[src/hw/rtl/mke_pkg.sv]
// Package for the Morse keying encoder: payload types, command and status
// structs between controller and datapath, and the character code table.
// Depends on nothing; every other file of the block uses it.
`default_nettype none

package mke_pkg;

  // Character codes that the table recognizes.
  localparam logic [7:0] CHAR_A     = 8'h41;
  localparam logic [7:0] CHAR_Z     = 8'h5A;
  localparam logic [7:0] CHAR_SPACE = 8'h20;

  // Units left after the first one of a dash, and of the trailing gap.
  localparam logic [1:0] DASH_REST = 2'd2;
  localparam logic [1:0] GAP_REST  = 2'd2;

  // Controller state codes.
  localparam logic [2:0] S_IDLE   = 3'd0;
  localparam logic [2:0] S_MARK   = 3'd1;
  localparam logic [2:0] S_SPACE  = 3'd2;
  localparam logic [2:0] S_SINGLE = 3'd3;
  localparam logic [2:0] S_GAP    = 3'd4;

  typedef struct packed {
    logic [7:0] char_code;
    logic       message_end;
  } in_t;

  typedef struct packed {
    logic key_level;
    logic run_last;
    logic unknown_char;
  } out_t;

  // One table entry: element count and dash pattern, first element at the MSB.
  typedef struct packed {
    logic [2:0] len;
    logic [3:0] pat;
  } code_t;

  // Commands from the controller to the datapath.
  typedef struct packed {
    logic load;
    logic emit;
    logic level;
    logic last;
    logic unit_dec;
    logic elem_next;
    logic gap_load;
    logic gap_dec;
  } cmd_t;

  // Status from the datapath to the controller.
  typedef struct packed {
    logic slot_free;
    logic in_single;
    logic units_zero;
    logic elem_last;
    logic gap_zero;
    logic unknown;
    logic msg_end;
  } status_t;

  // Letter table, A through Z; a set pattern bit is a dash.
  function automatic code_t lookup(input logic [4:0] idx);
    code_t c;
    begin
      case (idx)
        5'd0:    c = '{len: 3'd2, pat: 4'b0100};
        5'd1:    c = '{len: 3'd4, pat: 4'b1000};
        5'd2:    c = '{len: 3'd4, pat: 4'b1010};
        5'd3:    c = '{len: 3'd3, pat: 4'b1000};
        5'd4:    c = '{len: 3'd1, pat: 4'b0000};
        5'd5:    c = '{len: 3'd4, pat: 4'b0010};
        5'd6:    c = '{len: 3'd3, pat: 4'b1100};
        5'd7:    c = '{len: 3'd4, pat: 4'b0000};
        5'd8:    c = '{len: 3'd2, pat: 4'b0000};
        5'd9:    c = '{len: 3'd4, pat: 4'b0111};
        5'd10:   c = '{len: 3'd3, pat: 4'b1010};
        5'd11:   c = '{len: 3'd4, pat: 4'b0100};
        5'd12:   c = '{len: 3'd2, pat: 4'b1100};
        5'd13:   c = '{len: 3'd2, pat: 4'b1000};
        5'd14:   c = '{len: 3'd3, pat: 4'b1110};
        5'd15:   c = '{len: 3'd4, pat: 4'b0110};
        5'd16:   c = '{len: 3'd4, pat: 4'b1101};
        5'd17:   c = '{len: 3'd3, pat: 4'b0100};
        5'd18:   c = '{len: 3'd3, pat: 4'b0000};
        5'd19:   c = '{len: 3'd1, pat: 4'b1000};
        5'd20:   c = '{len: 3'd3, pat: 4'b0010};
        5'd21:   c = '{len: 3'd4, pat: 4'b0001};
        5'd22:   c = '{len: 3'd3, pat: 4'b0110};
        5'd23:   c = '{len: 3'd4, pat: 4'b1001};
        5'd24:   c = '{len: 3'd4, pat: 4'b1011};
        5'd25:   c = '{len: 3'd4, pat: 4'b1100};
        default: c = '{len: 3'd1, pat: 4'b0000};
      endcase
      return c;
    end
  endfunction

endpackage

`default_nettype wire

[src/hw/rtl/mke_datapath.sv]
// Datapath of the Morse keying encoder: code table lookup, element and unit
// counters, and the output register. Uses mke_pkg; driven by mke_ctrl.
`default_nettype none

module mke_datapath (
  input  wire logic            clk,
  input  wire logic            rst,
  input  wire mke_pkg::in_t    in_data,
  input  wire mke_pkg::cmd_t   cmd,
  output mke_pkg::status_t     status,
  output logic                 out_valid,
  input  wire logic            out_ready,
  output mke_pkg::out_t        out_data
);

  logic           is_letter;
  logic           is_space;
  logic [4:0]     idx;
  mke_pkg::code_t entry;

  // Dash bits of the elements still to come, next one at the MSB.
  logic [2:0] code;
  logic [2:0] elems;
  logic [1:0] units;
  logic [1:0] gap;
  logic       msg_end;
  logic       unknown;

  // Classify the incoming character and look it up.
  always_comb begin
    is_letter = (in_data.char_code >= mke_pkg::CHAR_A) &&
                (in_data.char_code <= mke_pkg::CHAR_Z);
    is_space  = (in_data.char_code == mke_pkg::CHAR_SPACE);
    idx       = 5'(in_data.char_code - mke_pkg::CHAR_A);
    entry     = mke_pkg::lookup(idx);
  end

  // Character registers and counters.
  always_ff @(posedge clk) begin
    if (cmd.load) begin
      code    <= entry.pat[2:0];
      elems   <= entry.len;
      units   <= entry.pat[3] ? mke_pkg::DASH_REST : 2'd0;
      msg_end <= in_data.message_end;
      unknown <= !is_letter && !is_space;
    end else if (cmd.elem_next) begin
      code  <= {code[1:0], 1'b0};
      elems <= elems - 3'd1;
      units <= code[2] ? mke_pkg::DASH_REST : 2'd0;
    end else if (cmd.unit_dec) begin
      units <= units - 2'd1;
    end
    if (cmd.gap_load) begin
      gap <= mke_pkg::GAP_REST;
    end else if (cmd.gap_dec) begin
      gap <= gap - 2'd1;
    end
  end

  // Output register: a new unit enters when the slot is empty or being taken.
  always_ff @(posedge clk) begin
    if (rst) begin
      out_valid <= 1'b0;
    end else if (cmd.emit) begin
      out_valid <= 1'b1;
    end else if (out_ready) begin
      out_valid <= 1'b0;
    end
  end

  always_ff @(posedge clk) begin
    if (cmd.emit) begin
      out_data.key_level    <= cmd.level;
      out_data.run_last     <= cmd.last;
      out_data.unknown_char <= unknown;
    end
  end

  // Status back to the controller.
  always_comb begin
    status.slot_free  = !out_valid || out_ready;
    status.in_single  = !is_letter;
    status.units_zero = (units == 2'd0);
    status.elem_last  = (elems == 3'd1);
    status.gap_zero   = (gap == 2'd0);
    status.unknown    = unknown;
    status.msg_end    = msg_end;
  end

endmodule

`default_nettype wire

[src/hw/rtl/mke_ctrl.sv]
// Controller of the Morse keying encoder: sequences marks, element spaces,
// single off units and the trailing gap. Uses mke_pkg; drives mke_datapath.
`default_nettype none

module mke_ctrl (
  input  wire logic              clk,
  input  wire logic              rst,
  input  wire logic              in_valid,
  output logic                   in_ready,
  input  wire mke_pkg::status_t  status,
  output mke_pkg::cmd_t          cmd
);

  logic [2:0] state;
  logic [2:0] state_next;

  always_ff @(posedge clk) begin
    if (rst) begin
      state <= mke_pkg::S_IDLE;
    end else begin
      state <= state_next;
    end
  end

  assign in_ready = (state == mke_pkg::S_IDLE);

  // Next state and commands; a unit is only produced when the output slot frees.
  always_comb begin
    state_next = state;
    cmd        = '0;
    case (state)
      mke_pkg::S_IDLE: begin
        if (in_valid) begin
          cmd.load   = 1'b1;
          state_next = status.in_single ? mke_pkg::S_SINGLE : mke_pkg::S_MARK;
        end
      end
      mke_pkg::S_MARK: begin
        if (status.slot_free) begin
          cmd.emit  = 1'b1;
          cmd.level = 1'b1;
          if (!status.units_zero) begin
            cmd.unit_dec = 1'b1;
          end else if (!status.elem_last) begin
            cmd.elem_next = 1'b1;
            state_next    = mke_pkg::S_SPACE;
          end else if (status.msg_end) begin
            cmd.last   = 1'b1;
            state_next = mke_pkg::S_IDLE;
          end else begin
            cmd.gap_load = 1'b1;
            state_next   = mke_pkg::S_GAP;
          end
        end
      end
      mke_pkg::S_SPACE: begin
        if (status.slot_free) begin
          cmd.emit   = 1'b1;
          state_next = mke_pkg::S_MARK;
        end
      end
      mke_pkg::S_SINGLE: begin
        if (status.slot_free) begin
          cmd.emit = 1'b1;
          if (status.unknown || status.msg_end) begin
            cmd.last   = 1'b1;
            state_next = mke_pkg::S_IDLE;
          end else begin
            cmd.gap_load = 1'b1;
            state_next   = mke_pkg::S_GAP;
          end
        end
      end
      mke_pkg::S_GAP: begin
        if (status.slot_free) begin
          cmd.emit = 1'b1;
          if (status.gap_zero) begin
            cmd.last   = 1'b1;
            state_next = mke_pkg::S_IDLE;
          end else begin
            cmd.gap_dec = 1'b1;
          end
        end
      end
      default: begin
        state_next = mke_pkg::S_IDLE;
      end
    endcase
  end

endmodule

`default_nettype wire

[src/hw/rtl/morse_keying_encoder.sv]
// A character is taken while the controller is idle; the controller then
// emits one time unit per cycle into the output register while out_ready
// stays high, and takes no new character until it has emitted the last unit
// of the current one.
// Reset (rst, synchronous): controller returns to idle and the output is empty.
// Top level of the Morse keying encoder; uses mke_pkg, mke_ctrl, mke_datapath.
`default_nettype none

module morse_keying_encoder (
  input  wire logic          clk,
  input  wire logic          rst,
  input  wire logic          in_valid,
  output logic               in_ready,
  input  wire mke_pkg::in_t  in_data,
  output logic               out_valid,
  input  wire logic          out_ready,
  output mke_pkg::out_t      out_data
);

  mke_pkg::cmd_t    cmd;
  mke_pkg::status_t status;

  mke_ctrl u_ctrl (
    .clk      (clk),
    .rst      (rst),
    .in_valid (in_valid),
    .in_ready (in_ready),
    .status   (status),
    .cmd      (cmd)
  );

  mke_datapath u_datapath (
    .clk       (clk),
    .rst       (rst),
    .in_data   (in_data),
    .cmd       (cmd),
    .status    (status),
    .out_valid (out_valid),
    .out_ready (out_ready),
    .out_data  (out_data)
  );

endmodule

`default_nettype wire

[config.mk]
export PLATFORM = sky130hd
export DESIGN_NAME = morse_keying_encoder
export DESIGN_NICKNAME = d
export VERILOG_FILES = /design/src/hw/rtl/mke_pkg.sv /design/src/hw/rtl/mke_datapath.sv /design/src/hw/rtl/mke_ctrl.sv /design/src/hw/rtl/morse_keying_encoder.sv
export SDC_FILE = /design/constraint.sdc
export NUM_CORES = 1
export LEC_CHECK = 0
export ABC_AREA = 1
export CAP_MARGIN = 0
export CORE_UTILIZATION = 45
export CTS_BUF_LIST = sky130_fd_sc_hd__clkbuf_4
export CTS_CLUSTER_SIZE = 20
export DETAILED_ROUTE_END_ITERATION = 10
export DONT_BUFFER_PORTS = 1
export MAX_ROUTING_LAYER = met4
export PLACE_DENSITY_LB_ADDON = 0.08
export SLEW_MARGIN = 0
export SYNTH_ARGS = -nofsm -noshare
export SYNTH_HDL_FRONTEND = slang
export SYNTH_HIERARCHICAL = 1
export SYNTH_SLANG_ARGS = --single-unit
[constraint.sdc]
create_clock -name clk -period 5.54 [get_ports clk]
set_input_delay 1.108 -clock clk [delete_from_list [all_inputs] [get_ports clk]]
set_output_delay 1.108 -clock clk [all_outputs]
set_load 0.02 [all_outputs]
==> results of run 1 <==
==> placed cells by master (no fill, tap or decap) <==
| cell | synthesis | routed |
|---|---|---|
| nor2_4 | 2 | 2 |
| or2_1 | 1 | 1 |
| o211ai_1 | 1 | 1 |
| clkinv_2 | 0 | 1 |
| dfxtp_1 | 6 | 6 |
| nand2_2 | 6 | 6 |
| clkbuf_4 | 0 | 3 |
| a21o_1 | 1 | 1 |
| nand3b_1 | 1 | 1 |
| buf_4 | 2 | 1 |
| nor2_1 | 20 | 20 |
| a21oi_1 | 7 | 7 |
| a21boi_1 | 1 | 1 |
| edfxtp_1 | 13 | 13 |
| nor2_2 | 5 | 5 |
| nand2_4 | 4 | 4 |
| o21ai_0 | 8 | 8 |
| nand2_1 | 71 | 71 |
| inv_1 | 32 | 32 |
| nand3_1 | 26 | 26 |
| a31oi_1 | 2 | 2 |
| nand4_1 | 2 | 2 |
| o21a_1 | 1 | 1 |
| o22ai_1 | 1 | 1 |
| o31ai_1 | 1 | 1 |
| or2_2 | 2 | 2 |
| nor3_1 | 4 | 4 |
| inv_2 | 6 | 6 |
| nor3b_1 | 1 | 1 |
| ha_1 | 11 | 11 |
==> cells in the mapped netlist (4+ instances only) <==
cell	instances	area, µm²
ha_1	11	137.6
nand2_4	4	45.04
dfxtp_1	6	120.1
edfxtp_1	13	390.4
nand2_1	71	266.5
inv_2	6	22.52
nand2_2	6	37.54
nor2_1	20	75.07
nor2_2	5	31.28
a21oi_1	7	35.03
inv_1	32	120.1
nor3_1	4	20.02
nand3_1	26	130.1
o21ai_0	8	40.04
==> cell families (layout without fill, tap and decap cells) <==
group,Yosys count,count (layout),synth area share
AOI/OAI and AO/OA,23,23,0.08016
and+or+nand+nor,145,145,0.4115
DFF,19,19,0.3115
buffers and inverters,43,43,0.1130
adders and majority gates,11,11,0.08397
==> worst max-delay path, cell delays in order <==
cell and delay [ns]:
inv_1 0.21, ha_1 0.32, inv_1 0.11, nand2_2 0.12
nand2_4 0.09, nand2_1 0.10, inv_1 0.04, nand2_1 0.09
nand2_1 0.06, nand2_1 0.05, nand2_1 0.05, nand2_1 0.05
nand2_1 0.04
==> through the flow <==
stage / area, µm² / cells / worst slack [ns] / utilization / hold slack (ns)
after floorplan: 1639 / 241 / 3.039 / - / 0.4277
after global placement: 1662 / 283 / 2.846 / 0.4864 / 0.4329
after detailed placement: 1662 / 283 / 2.850 / 0.4864 / 0.4327
after CTS: 1689 / 287 / 3.171 / 0.4945 / 0.4668
after global routing: 1689 / 287 / 2.977 / 0.4945 / 0.4855
final: 1689 / 287 / 3.169 / 0.4945 / 0.4590
==> routing by layer <==
layer	routed length, µm	track usage
met1	1542	0.2414
met4	21	0.04360
met3	97	0.04228
met5	0	-
met2	1667	0.3503
==> sequential cells by signal, indices dropped and copies added, names as in the netlist <==
register	cells
u_ctrl/state	3
u_datapath/code	3
u_datapath/elems	3
u_datapath/gap	2
u_datapath/msg_end	1
u_datapath/out_data	3
u_datapath/out_valid	1
u_datapath/units	2
u_datapath/unknown	1
==> worst paths after layout <==
path / cells after the start / slack [ns] / start / to
max: 13 / 3.17 / in_data[2] / u_datapath/units[1]$_DFFE_PP_
min reg2reg: 0 / 0.46 / u_datapath/unknown$_DFFE_PP_ / u_datapath/out_data[0]$_DFFE_PP_
min: 0 / 0.46 / u_datapath/unknown$_DFFE_PP_ / u_datapath/out_data[0]$_DFFE_PP_
max reg2reg: 8 / 3.63 / u_datapath/elems[0]$_DFFE_PP_ / u_datapath/units[1]$_DFFE_PP_
==> power breakdown <==
group          internal, mW  switching (mW)
sequential            0.246          0.0549
clock                0.0269          0.0441
combinational         0.132           0.243
==> final cells by class <==
type	count	area (µm²)	share of cell area
clock inverters	1	5.005	0.002963
multi-input cells	179	943.4	0.5585
repair buffers	1	7.507	0.004444
flip-flops and latches	19	510.5	0.3022
clock buffers	3	22.52	0.01333
well taps	46	57.56	0.03407
inverters	38	142.6	0.08444
==> impl_metrics.tcl, run 1 <==
set metrics [dict create \
    cts.clk_slew.worst_paths_ns 0.11 \
    synth_ff_type "edfxtp_1" \
    synth-async-reset-ratio 0 \
    grt_overflow_total 0 \
    ctsResizeCount 0 \
    leakagePower_nw 0.8546 \
    place_hpwl_mm 2.675 \
    antenna_found_initial 0 \
    drv_slew 0 \
    ys_warn_count 6 \
    p_per_area_nw_per_um2 442.0 \
    holdBufCountCts 0 \
    die-area_um2 3888 \
    antenna_cells 0 \
    vias 1418 \
    area_delta_synth_final_pct 3.053 \
    fmax_mhz 421.8 \
    tritoncts "done" \
    row_count 21 \
    clk_path_buf_depth 2 \
    syn_area_um2 1639 \
    tns_ns 0 \
    clk_latency_ns 0.30 \
    die_y_um 62.35 \
    end_kind "flip-flop" \
    path_max_fanout 10 \
    synth_cell_types 30 \
    ctsRootBufferMaster "clkbuf_4" \
    fin_crit_sh 0.4279 \
    drc 0 \
    tightest_slew_ns 0.5194 \
    worstSetupStartpointType "primary input" \
    critPathArrivalTime_ns 2.43 \
    wire_per_inst_um 11.60 \
    first_pass_iters 4 \
    slew_headroom 0.6511 \
    grt_pass1_wl_mm 6.147 \
    period_needed_ns 2.371 \
    yosysSeqAreaShare 0.3115 \
    clock-skew-final_ns 0.006759 \
    nets 266 \
    routed_wl_mm 3.328 \
    synth_seq_cells 19 \
    coreArea_um2 3416 \
    path_class "primary input to flip-flop" \
    syn-mean-instance-area_um2 6.801 \
    netlist_instances 241 \
    io_buffers 0 \
    ant_nets 0 \
    drive_gt1_frac 0.1245 \
    post-cts-setup-buffer-count 0 \
    grt_use_total 0.2024 \
    die_x_um 62.35 \
    finalHoldViolations 0 \
    fillers 344 \
    drt-initial-drc-count 51 \
    vias_per_cell 4.941 \
    critPathRequiredTime_ns 5.60 \
    initial_core_util 0.4799 \
    syn_nets 265 \
    cts-buffers-inserted 3 \
    holdCritPathClass "flip-flop to flip-flop" \
    grt_pass1_vias 1406 \
    status "completed" \
    ios 18 \
    setup_viol 0 \
    synth_edf_count 13 \
    cts_sinks 19 \
    finalPower_mw 0.7465 \
    cap_violations 0 \
    grt_max_degree 12 \
    htree_levels 1 \
    place_congestion 0.9172 \
    grt_setup_unrepaired "no" \
    ir_drop_mv 0.1751 \
]
No activity file was read; power rests on OpenSTA's default activity.
==> inputs of run 2 (changes only) <==
--- a/config.mk
+++ b/config.mk
@@ -5,7 +5,7 @@
 export SDC_FILE = /design/constraint.sdc
 export NUM_CORES = 1
 export LEC_CHECK = 0
-export ABC_AREA = 1
+export ABC_AREA = 0
 export CAP_MARGIN = 0
 export CORE_UTILIZATION = 45
 export CTS_BUF_LIST = sky130_fd_sc_hd__clkbuf_4
==> constraint.sdc (replaced) <==
create_clock -name clk -period 2.4 [get_ports clk]
set_input_delay 0.48 -clock clk [delete_from_list [all_inputs] [get_ports clk]]
set_output_delay 0.48 -clock clk [all_outputs]
set_load 0.02 [all_outputs]
==> impl_metrics.tcl, run 2 <==
set metrics [dict create \
    status "completed" \
    slew_headroom 0.6424 \
    clk_latency_ns 0.30 \
    clk_path_buf_depth 2 \
    synthSimpleGateAreaFrac 0.2530 \
    p_per_area_nw_per_um2 848.0 \
    grt_pass1_vias 1440 \
    coreArea_um2 3744 \
    area_delta_synth_final_pct 3.564 \
    cts_sinks 19 \
    synth_edf_count 13 \
    row_count 22 \
    drc 0 \
    p_clk_frac 0.105 \
    vias 1457 \
    initial_core_util 0.4783 \
    yosysTopAreaCellShare 0.2180 \
    synth-async-reset-ratio 0 \
    holdBufCountCts 0 \
    tritoncts "done" \
    reg2reg_depth 7 \
    nets 227 \
    grt_setup_unrepaired "no" \
    synth-xor-area-share 0.05031 \
    die_y_um 65.08 \
    tns_ns 0 \
    r2r_start "u_ctrl/state[0]$_SDFFE_PP0P_" \
    hold_depth 1 \
    syn_nets 227 \
    routed_wl_mm 3.820 \
    drt-initial-drc-count 71 \
    hp-start "rst" \
    place_congestion 0.8933 \
    wire_per_inst_um 15.28 \
    ios 18 \
    syn_area_um2 1790 \
    synth_most_common_cell "inv_1" \
    syn-mean-instance-area_um2 8.820 \
    synthAdderAreaFrac 0.07687 \
    r2r_slack_ns 0.54 \
    ir_drop_mv 0.2251 \
    cap_violations 0 \
    htree_levels 1 \
    setup_viol 0 \
    pwr-share-comb 0.473 \
    synth_compound_area_frac 0.1929 \
    cts.clk_slew.worst_paths_ns 0.11 \
    worstSetupStartpointType "flip-flop" \
    grt_max_degree 21 \
    clock-skew-final_ns 0.008014 \
    grt_pass1_wl_mm 6.741 \
    p_switching_mw 0.6329 \
    critPathArrivalTime_ns 1.92 \
    end_kind "flip-flop" \
    yosysSeqAreaShare 0.2851 \
    synth_top_family_by_area "simple AND/OR/NAND/NOR gates" \
    layout_common_cells "inv_1, nor2_1, a21oi_1, edfxtp_1" \
    antenna_found_initial 0 \
    period_needed_ns 1.864 \
    post-cts-setup-buffer-count 0 \
    io_buffers 0 \
    tightest_slew_ns 0.5326 \
    die_x_um 65.08 \
    intPower_mw 0.9395 \
    holdCritPathClass "primary input to flip-flop" \
    synthTopCellsByCount "inv_1, nor2_1, a21oi_1, edfxtp_1" \
    yosys-top-cells-area "edfxtp_1, ha_1, dfxtp_1" \
    die-area_um2 4235 \
    synthMuxAreaShare 0.05521 \
    finalHoldViolations 0 \
    timing.rr.end "u_datapath/units[1]$_DFFE_PP_" \
    drive_gt1_frac 0.1337 \
    ctsRootBufferMaster "clkbuf_4" \
    switching_share 0.4025 \
    synth_ff_type "edfxtp_1" \
    layout_commonest_cell "inv_1" \
    layout.cells.non_filler 250 \
    critPathRequiredTime_ns 2.45 \
    synth_seq_cells 19 \
    cts-buffers-inserted 3 \
    leakagePower_nw 0.7340 \
    grt_overflow_total 0 \
    grt_use_total 0.2081 \
    antenna_cells 0 \
    synth.largest_area_cell "edfxtp_1" \
    p_seq_frac 0.422 \
    fmax_mhz 536.4 \
    place_hpwl_mm 2.914 \
    netlist_instances 203 \
    path_max_fanout 10 \
    drv_slew 0 \
    ctsResizeCount 0 \
    ant_nets 0 \
    vias_per_cell 5.828 \
    fin_crit_sh 0.7769 \
    dp_cells 246 \
    first_pass_iters 6 \
    hold_path_end "u_datapath/out_valid$_SDFFE_PP0P_" \
    finalPower_mw 1.572 \
    ys_warn_count 6 \
    path_class "flip-flop to flip-flop" \
    synth_cell_types 58 \
]
-- run 2: cell count changes after synthesis, sizes merged, moves of 7 or more --
cell / previous run / this run
inv: 38 / 17
nand2: 81 / 12
nor2: 27 / 16
nor2b: 0 / 7
nand3: 26 / 6
nor3: 4 / 14
-- run 2: through the flow --
step                        util  hold WS [ns]  setup slack, ns  area (µm²)
after floorplan                -        0.4277           0.1202        1792
after global placement    0.4880        0.4830           0.2564        1827
after detailed placement  0.4880        0.4926           0.2317        1827
after CTS                 0.4953        0.2203           0.5286        1854
after global routing      0.4953        0.2186           0.3779        1854
final                     0.4953        0.2385           0.5356        1854
-- run 2: layout make-up --
class                           count  area (µm²)
Tap cell                           48       60.06
Inverter                           17       63.81
Fill cell                         375        1889
Multi-Input combinational cell    153        1125
Timing Repair Buffer                9       67.56
Clock inverter                      1       5.005
Clock buffer                        3       22.52
Sequential cell                    19       510.5
-- run 2: routing by layer --
metal	wire, µm	share of wire	vias to the layer above	track usage
met2	1919	0.50	35	0.3620
li1	-	-	730	-
met4	55	0.014	0	0.07337
met1	1692	0.44	688	0.2478
met5	0	0	-	-
met3	153	0.040	4	0.02289
-- run 2: worst max path at each step --
stage               slack (ns)                            end  cells after the start                          from
floorplan                 0.12   u_datapath/code[2]$_DFFE_PP_                      8                    in_data[2]
global placement          0.26   u_datapath/code[2]$_DFFE_PP_                      5                    in_data[1]
detailed placement        0.23   u_datapath/code[2]$_DFFE_PP_                      5                    in_data[1]
CTS                       0.53  u_datapath/units[1]$_DFFE_PP_                      7  u_ctrl/state[0]$_SDFFE_PP0P_
global route              0.38  u_datapath/units[1]$_DFFE_PP_                      7  u_ctrl/state[0]$_SDFFE_PP0P_
finish                    0.54  u_datapath/units[1]$_DFFE_PP_                      7  u_ctrl/state[0]$_SDFFE_PP0P_
-- run 2: worst max-delay path, stage by stage (launching register included) --
cell and delay (ns):
dfxtp_1 0.55, and4bb_2 0.29, nand2_1 0.07, nor2_1 0.19, nor2_1 0.06, a21oi_1 0.14
nor2_1 0.06, a211o_1 0.27
-- run 2: power groups by stage --
| stage | sequential, mW | combinational [mW] | clock, mW |
|---|---|---|---|
| global placement | 0.671 | 0.736 | 0 |
| finish | 0.664 | 0.743 | 0.165 |
| detailed placement | 0.672 | 0.751 | 0 |
| CTS | 0.665 | 0.755 | 0.177 |
| global route | 0.683 | 0.845 | 0.186 |
| floorplan | 0.616 | 0.667 | 0 |
-- run 2: cells by family (layout without fill, tap and decap cells) --
kind of cell | after synthesis | in the layout
and+or+nand+nor | 79 | 79
AOI/OAI and AO/OA | 49 | 49
buffers and inverters | 31 | 30
DFF | 19 | 19
adders and majority gates | 11 | 11
muxes | 8 | 8
xor gates and xnor gates | 6 | 6
==> inputs of run 3 (changes only) <==
==> constraint.sdc (replaced) <==
create_clock -name clk -period 1.75 [get_ports clk]
set_input_delay 0.35 -clock clk [delete_from_list [all_inputs] [get_ports clk]]
set_output_delay 0.35 -clock clk [all_outputs]
set_load 0.02 [all_outputs]
==> impl_metrics.tcl, run 3 (synthesis gave the netlist of run 2 again) <==
set metrics [dict create \
    hp-start "rst" \
    dp_cells 265 \
    die_x_um 65.08 \
    r2r_slack_ns 0.12 \
    period_needed_ns 1.626 \
    status "completed" \
    slew_headroom 0.6981 \
    ios 18 \
    vias 1520 \
    r2r_start "u_datapath/elems[0]$_DFFE_PP_" \
    clk_latency_ns 0.29 \
    drc 0 \
    fillers 341 \
    holdBufCountCts 0 \
    antenna_found_initial 0 \
    clk_path_buf_depth 2 \
    cts-buffers-inserted 3 \
    routed_wl_mm 4.074 \
    grt_use_total 0.2116 \
    crit_path_top_delay_cell "edfxtp_1" \
    first_pass_iters 4 \
    grt_setup_unrepaired "no" \
    cp_num_buf_inv 0 \
    path_max_fanout 4 \
    placed_area_um2 2026 \
    path_class "flip-flop to flip-flop" \
    critPathRequiredTime_ns 1.81 \
    place_hpwl_mm 3.180 \
    fin_crit_sh 0.9291 \
    ctsRootBufferMaster "clkbuf_4" \
    ctsResizeCount 1 \
    initial_core_util 0.4783 \
    ir_drop_mv 0.3570 \
    post-cts-setup-buffer-count 0 \
    place_congestion 0.9223 \
    tightest_slew_ns 0.4506 \
    grt_max_degree 21 \
    reg2reg_depth 7 \
    setup_viol 0 \
    vias_per_cell 5.651 \
    end_kind "flip-flop" \
    timing.rr.end "u_datapath/units[1]$_DFFE_PP_" \
    layout_commonest_cell "buf_4" \
    cts.clk_slew.worst_paths_ns 0.11 \
    cap_violations 0 \
    grt_pass1_vias 1472 \
    leakagePower_nw 0.8404 \
    htree_levels 1 \
    worstSetupStartpointType "flip-flop" \
    drv_slew 0 \
    finalInstanceArea_um2 2064 \
    grt_overflow_total 0 \
    tns_ns 0 \
    holdCritPathClass "primary input to flip-flop" \
    grt_pass1_wl_mm 6.775 \
    p_per_area_nw_per_um2 1140 \
    cpLargestDelayFamily "flip-flops" \
    io_buffers 0 \
    fmax_mhz 615.1 \
    clock-skew-final_ns 0.002699 \
    cp-startpoint "u_datapath/elems[0]$_DFFE_PP_" \
    cpMostUsedCell "nor2_1" \
    tritoncts "done" \
    coreArea_um2 3744 \
    hold_path_end "u_ctrl/state[2]$_SDFFE_PP0P_" \
    worstPathCellList "ha_1, nor2b_1, nor2_2, nor2_1, a21oi_1, nor2_1, a211o_1" \
    hold_depth 1 \
    layout.cells.non_filler 269 \
    antenna_cells 0 \
    critPathArrivalTime_ns 1.68 \
    die-area_um2 4235 \
    finalHoldViolations 0 \
    row_count 22 \
    die_y_um 65.08 \
    hold-worst-slack_ns 0.1083 \
    cts_sinks 19 \
    area_delta_synth_final_pct 15.30 \
    ant_nets 0 \
    slowest_delay_ns 0.42 \
    layout_common_cells "buf_4, inv_1, a21oi_1, nor2_1, edfxtp_1" \
    drive_gt1_frac 0.2670 \
    drt-initial-drc-count 74 \
    nets 246 \
    wire_per_inst_um 15.14 \
]
## run 3: through the flow
stage	util	setup WS (ns)	power, mW
6_report	0.5515	0.1241	2.353
2_1_floorplan	-	-0.2353	1.812
4_1_cts	0.5488	0.03394	2.363
3_3_place_gp	0.5411	-0.1304	2.099
3_5_place_dp	0.5411	-0.1376	2.134
5_1_grt	0.5515	0.006903	2.538
## run 3: worst max-delay path by stage
stage          slack [ns]                             to  depth (start not counted)
3_5_place_dp        -0.14  u_datapath/elems[0]$_DFFE_PP_                          6
4_1_cts              0.03  u_datapath/elems[0]$_DFFE_PP_                          5
5_1_grt             0.007  u_datapath/units[1]$_DFFE_PP_                          8
6_report             0.12  u_datapath/units[1]$_DFFE_PP_                          7
3_3_place_gp        -0.13   u_datapath/code[2]$_DFFE_PP_                          5
2_1_floorplan       -0.24   u_datapath/code[2]$_DFFE_PP_                          6
## run 3: final cells by class
| class | count | area, µm² | share of cell area |
|---|---|---|---|
| Clock inverter | 1 | 5.005 | 0.002424 |
| Multi-Input combinational cell | 153 | 1190 | 0.5764 |
| Sequential cell | 19 | 510.5 | 0.2473 |
| Inverter | 17 | 66.31 | 0.03212 |
| Tap cell | 48 | 60.06 | 0.02909 |
| Clock buffer | 3 | 22.52 | 0.01091 |
| Timing Repair Buffer | 28 | 210.2 | 0.1018 |
## run 3: report_power, final
part	leakage, nW	internal (mW)	total (mW)	switching, mW
combinational	0.650	0.611	1.27	0.663
sequential	0.173	0.736	0.858	0.122
clock	0.0177	0.0849	0.221	0.137
total	0.840	1.43	2.35	0.921
## run 3: per-layer routing
metal,share of wire,track usage
met2,0.52,0.3880
met3,0.027,0.02465
met5,0,-
met1,0.44,0.2416
met4,0.010,0.05707
